### src/rtl/vxs_pkg.sv
`default_nettype none

package vxs_pkg;

    localparam int SIDE_DEF       = 16;
    localparam int MAX_LAYERS_DEF = 256;

    localparam int ID_W     = 8;
    localparam int TOP_W    = 9;
    localparam int HEIGHT_W = 9;

    localparam logic [HEIGHT_W-1:0] HEIGHT_RESET = 9'd256;
    localparam logic [TOP_W-1:0]    TOP_EMPTY    = 9'h1FF;

    localparam int RAM_DEPTH_DEF = 256;
    localparam int RAM_WIDTH_DEF = 16;

    typedef enum logic {
        OP_READ  = 1'b0,
        OP_WRITE = 1'b1
    } t_op;

endpackage

`default_nettype wire

### src/rtl/vxs_ram.sv
`default_nettype none

module vxs_ram #(
    parameter int DEPTH = vxs_pkg::RAM_DEPTH_DEF,
    parameter int WIDTH = vxs_pkg::RAM_WIDTH_DEF,
    localparam int AW   = $clog2(DEPTH)
) (
    input  wire logic             i_clk,
    input  wire logic             i_we,
    input  wire logic [AW-1:0]    i_addr,
    input  wire logic [WIDTH-1:0] i_wdata,
    output logic      [WIDTH-1:0] o_rdata
);

    logic [WIDTH-1:0] r_mem [DEPTH];
    logic [WIDTH-1:0] r_rdata;

    // read-first single port
    always_ff @(posedge i_clk) begin
        if (i_we) begin
            r_mem[i_addr] <= i_wdata;
        end
        r_rdata <= r_mem[i_addr];
    end

    assign o_rdata = r_rdata;

endmodule

`default_nettype wire

### config.mk
export PLATFORM = sky130hd
export DESIGN_NAME = vxs_ram
export DESIGN_NICKNAME = d
export VERILOG_FILES = /design/src/rtl/vxs_pkg.sv /design/src/rtl/vxs_ram.sv
export SDC_FILE = /design/constraint.sdc
export NUM_CORES = 2
export LEC_CHECK = 0
export BUFFER_PORTS_ARGS = -buffer_cell sky130_fd_sc_hd__buf_2
export CAP_MARGIN = 20
export CORE_AREA = 5 5 382 760
export CTS_BUF_LIST = sky130_fd_sc_hd__clkbuf_16
export DETAILED_ROUTE_END_ITERATION = 7
export DIE_AREA = 0 0 387 765
export GPL_ROUTABILITY_DRIVEN = 0
export PLACE_DENSITY = 0.77
export SYNTH_ARGS = -nofsm -noshare
export SYNTH_HDL_FRONTEND = slang
export SYNTH_SLANG_ARGS = --single-unit
### constraint.sdc
create_clock -name i_clk -period 3.5 [get_ports i_clk]
set_input_delay 0.175 -clock i_clk [delete_from_list [all_inputs] [get_ports i_clk]]
set_output_delay 0.175 -clock i_clk [all_outputs]
set_load 0.1 [all_outputs]
==> out/metrics.yaml <==
grt_pass1_wl_um: 609000
final_common_cell: "edfxtp_1"
num_rows: 277
min_path_type: "primary input to register"
min_to: "o_rdata[15]"
yosysSeqAreaShare_pct: 79.4
route.met3.wl_um: 40600
nets: 7495
vias_per_cell: 6.88
setup_viol: 0
pre_cts_slack_ns: -0.685
syn_to_final_growth_pct: 13.6
fill_cells: 17688
r2r_setup_slack_ns: 0.09
outcome: "completed"
coreArea_sq_um: 284000
routedWlPerCell_um: 37.6
p_seq_share_pct: 56.5
hold_violations: 0
cp_max_fo: 1
grt_overflow: 0
multi_input_comb_area_sq_um: 30400
tightestPinTransition_ns: 1.27
syn_area_sq_um: 155000
ctsResizeCount: 0
avgSynthCellArea_sq_um: 23.1
arrival_ns: 4.17
cts_inserted_buffers: 318
vias: 79183
hold_start: "i_addr[7]"
rsz0062_at_grt: "no"
track_usage_pct: 29.0
wl_met2_um: 218000
dp.cells: 10895
clkLatencyLatePin_ns: 0.93
min_path_cells: 5
seqCellArea_sq_um: 123000
antenna_found_initial: 20
synth_top_cell_area_share_pct: 79.1
boundaryPins: 42
cap_violations: 0
cts_buffer_depth: 4
holdWs_ns: 0.0986
slew_headroom_pct: 15.6
cts_tree: "yes"
die_h_um: 765
switching_power_w: 0.0206
reg2reg_depth: 7
synth_fp_nets: 6753
cts-root-buf: "clkbuf_16"
end_kind: "register"
totalWireLength_um: 432000
met1_length_um: 127000
critical_path.startpoint_type: "register"
reg2reg_from: "r_mem[59][8]"
synth_area_leaders: "edfxtp_1, mux4_2, a22oi_1"
p_comb_share_pct: 5.5
layout.cells.non_filler: 11504
initial_core_util_pct: 54.7
grt_pass1_vias: 80985
drc: 0
dieArea_sq_um: 296000
vdd.ir_drop.worst_uv: 512
io_buffers: 41
final_antenna_net_count: 0
postLayoutSetupSlackWorst_ns: 0.0873
drt_iter0_markers: 12442
cp.required_ns: 4.25
cts_hold_buf: 16
timing.rr.end: "o_rdata[8]"
synth_seq_cells: 4112
htreeDepth: 5
grt_max_degree: 132
drive_gt1_share_pct: 30.7
final_core_util_pct: 62.2
dr.max_layer_used: "met5"
p_sw_share_pct: 21.4
clk_pin_slew_worst_paths_ns: 0.07
post-dp-hpwl_um: 269000
die_width_um: 387
pwr-share-clk_pct: 37.9
post_cts.repair.setup_buffers: 0
yosysTopAreaCell: "edfxtp_1"
clock-sinks: 4112
syn-instance-count: 6727
mostFrequentLayoutCells: "edfxtp_1, mux4_2, buf_4"
yosys_warnings: 0
maxSlewViolCount: 0
power.internal_w: 0.0756
drt-pass1-iter-count: 6
power_density_nw_per_um2: 545
finalClockSkew_ns: 0.0651
critical_path_class: "register to register"
min_period_ns: 3.41
period_share_pct: 97.5
ys_types: 22
max_freq_mhz: 293
power.leakage_nw: 54.9
[through the flow]
step           setup TNS [ns]  area, sq um  total power [W]
4_1_cts                     0       176000           0.0962
5_1_grt                     0       176000           0.0986
3_3_place_gp            -3.52       166000           0.0605
3_5_place_dp            -1.99       166000           0.0606
2_1_floorplan               0       155000           0.0579
6_report                    0       176000           0.0961
[synthesized netlist by cell type (all sizes together)]
cell    count
nand4      16
dfxtp      16
nor2      232
nand2b      6
clkbuf    249
buf       171
nor3       30
or3         1
and2        3
a22oi     512
nand2      28
nor2b       7
inv         1
or2         2
mux4     1024
edfxtp   4096
a21oi     256
o41ai      64
nand3      13
[power by group through the flow]
stage	logic (W)	clock network (W)	registers [W]
detailed placement	0.00520	0	0.0554
finish	0.00533	0.0365	0.0543
CTS	0.00527	0.0366	0.0543
global route	0.00548	0.0388	0.0543
floorplan	0.00233	0	0.0556
global placement	0.00506	0	0.0554
[area by class of cell]
type / instances / area share [%]
timing repair buffer: 842 / 4.38
clock buffer: 327 / 4.64
multi-input combinational: 2194 / 17.2
inverter: 1 / 0.00213
clock inverter: 245 / 1.18
sequential: 4112 / 69.9
tap: 3766 / 2.67
antenna: 17 / 0.0241
[worst max-delay path, stage by stage, from the launching register on]
cell and delay, ns:
edfxtp_1 0.39, mux4_2 0.52, a22oi_1 0.57, a21oi_1 0.14, buf_4 0.21, o41ai_1 0.99
buf_4 0.34, nand4_1 0.11
[worst max path at each step]
| stage | startpoint | to | slack (ns) | cells after the start |
|---|---|---|---|---|
| 5_1_grt | i_addr[0] | o_rdata[14] | 0.22 | 11 |
| 6_report | r_mem[59][8] | o_rdata[8] | 0.09 | 7 |
| 2_1_floorplan | i_addr[0] | r_mem[145][0] | 0.63 | 7 |
| 3_3_place_gp | i_addr[0] | o_rdata[13] | -0.71 | 9 |
| 4_1_cts | i_addr[0] | o_rdata[14] | 0.22 | 11 |
| 3_5_place_dp | i_addr[0] | o_rdata[14] | -0.68 | 11 |
[flip-flops by register name, summed over array words and instances (netlist names)]
name	cells
o_rdata	16
r_mem	4096
[logic make-up after synthesis]
| logic type | after synthesis | synth area share, % |
|---|---|---|
| flip-flops | 4112 | 79.4 |
| AO/OA/AOI/OAI | 832 | 3.66 |
| AND/OR/NAND/NOR | 338 | 0.907 |
| multiplexers | 1024 | 14.8 |
| buffers and inverters | 421 | 1.24 |
[metal layers]
| layer | track usage [%] | vias up |
|---|---|---|
| met3 | 5.20 | 1432 |
| met1 | 32.3 | 41279 |
| met4 | 24.4 | 10 |
| li1 | - | 30390 |
| met5 | 0 | - |
| met2 | 48.8 | 6072 |
No activity file was read; power rests on OpenSTA's default activity.
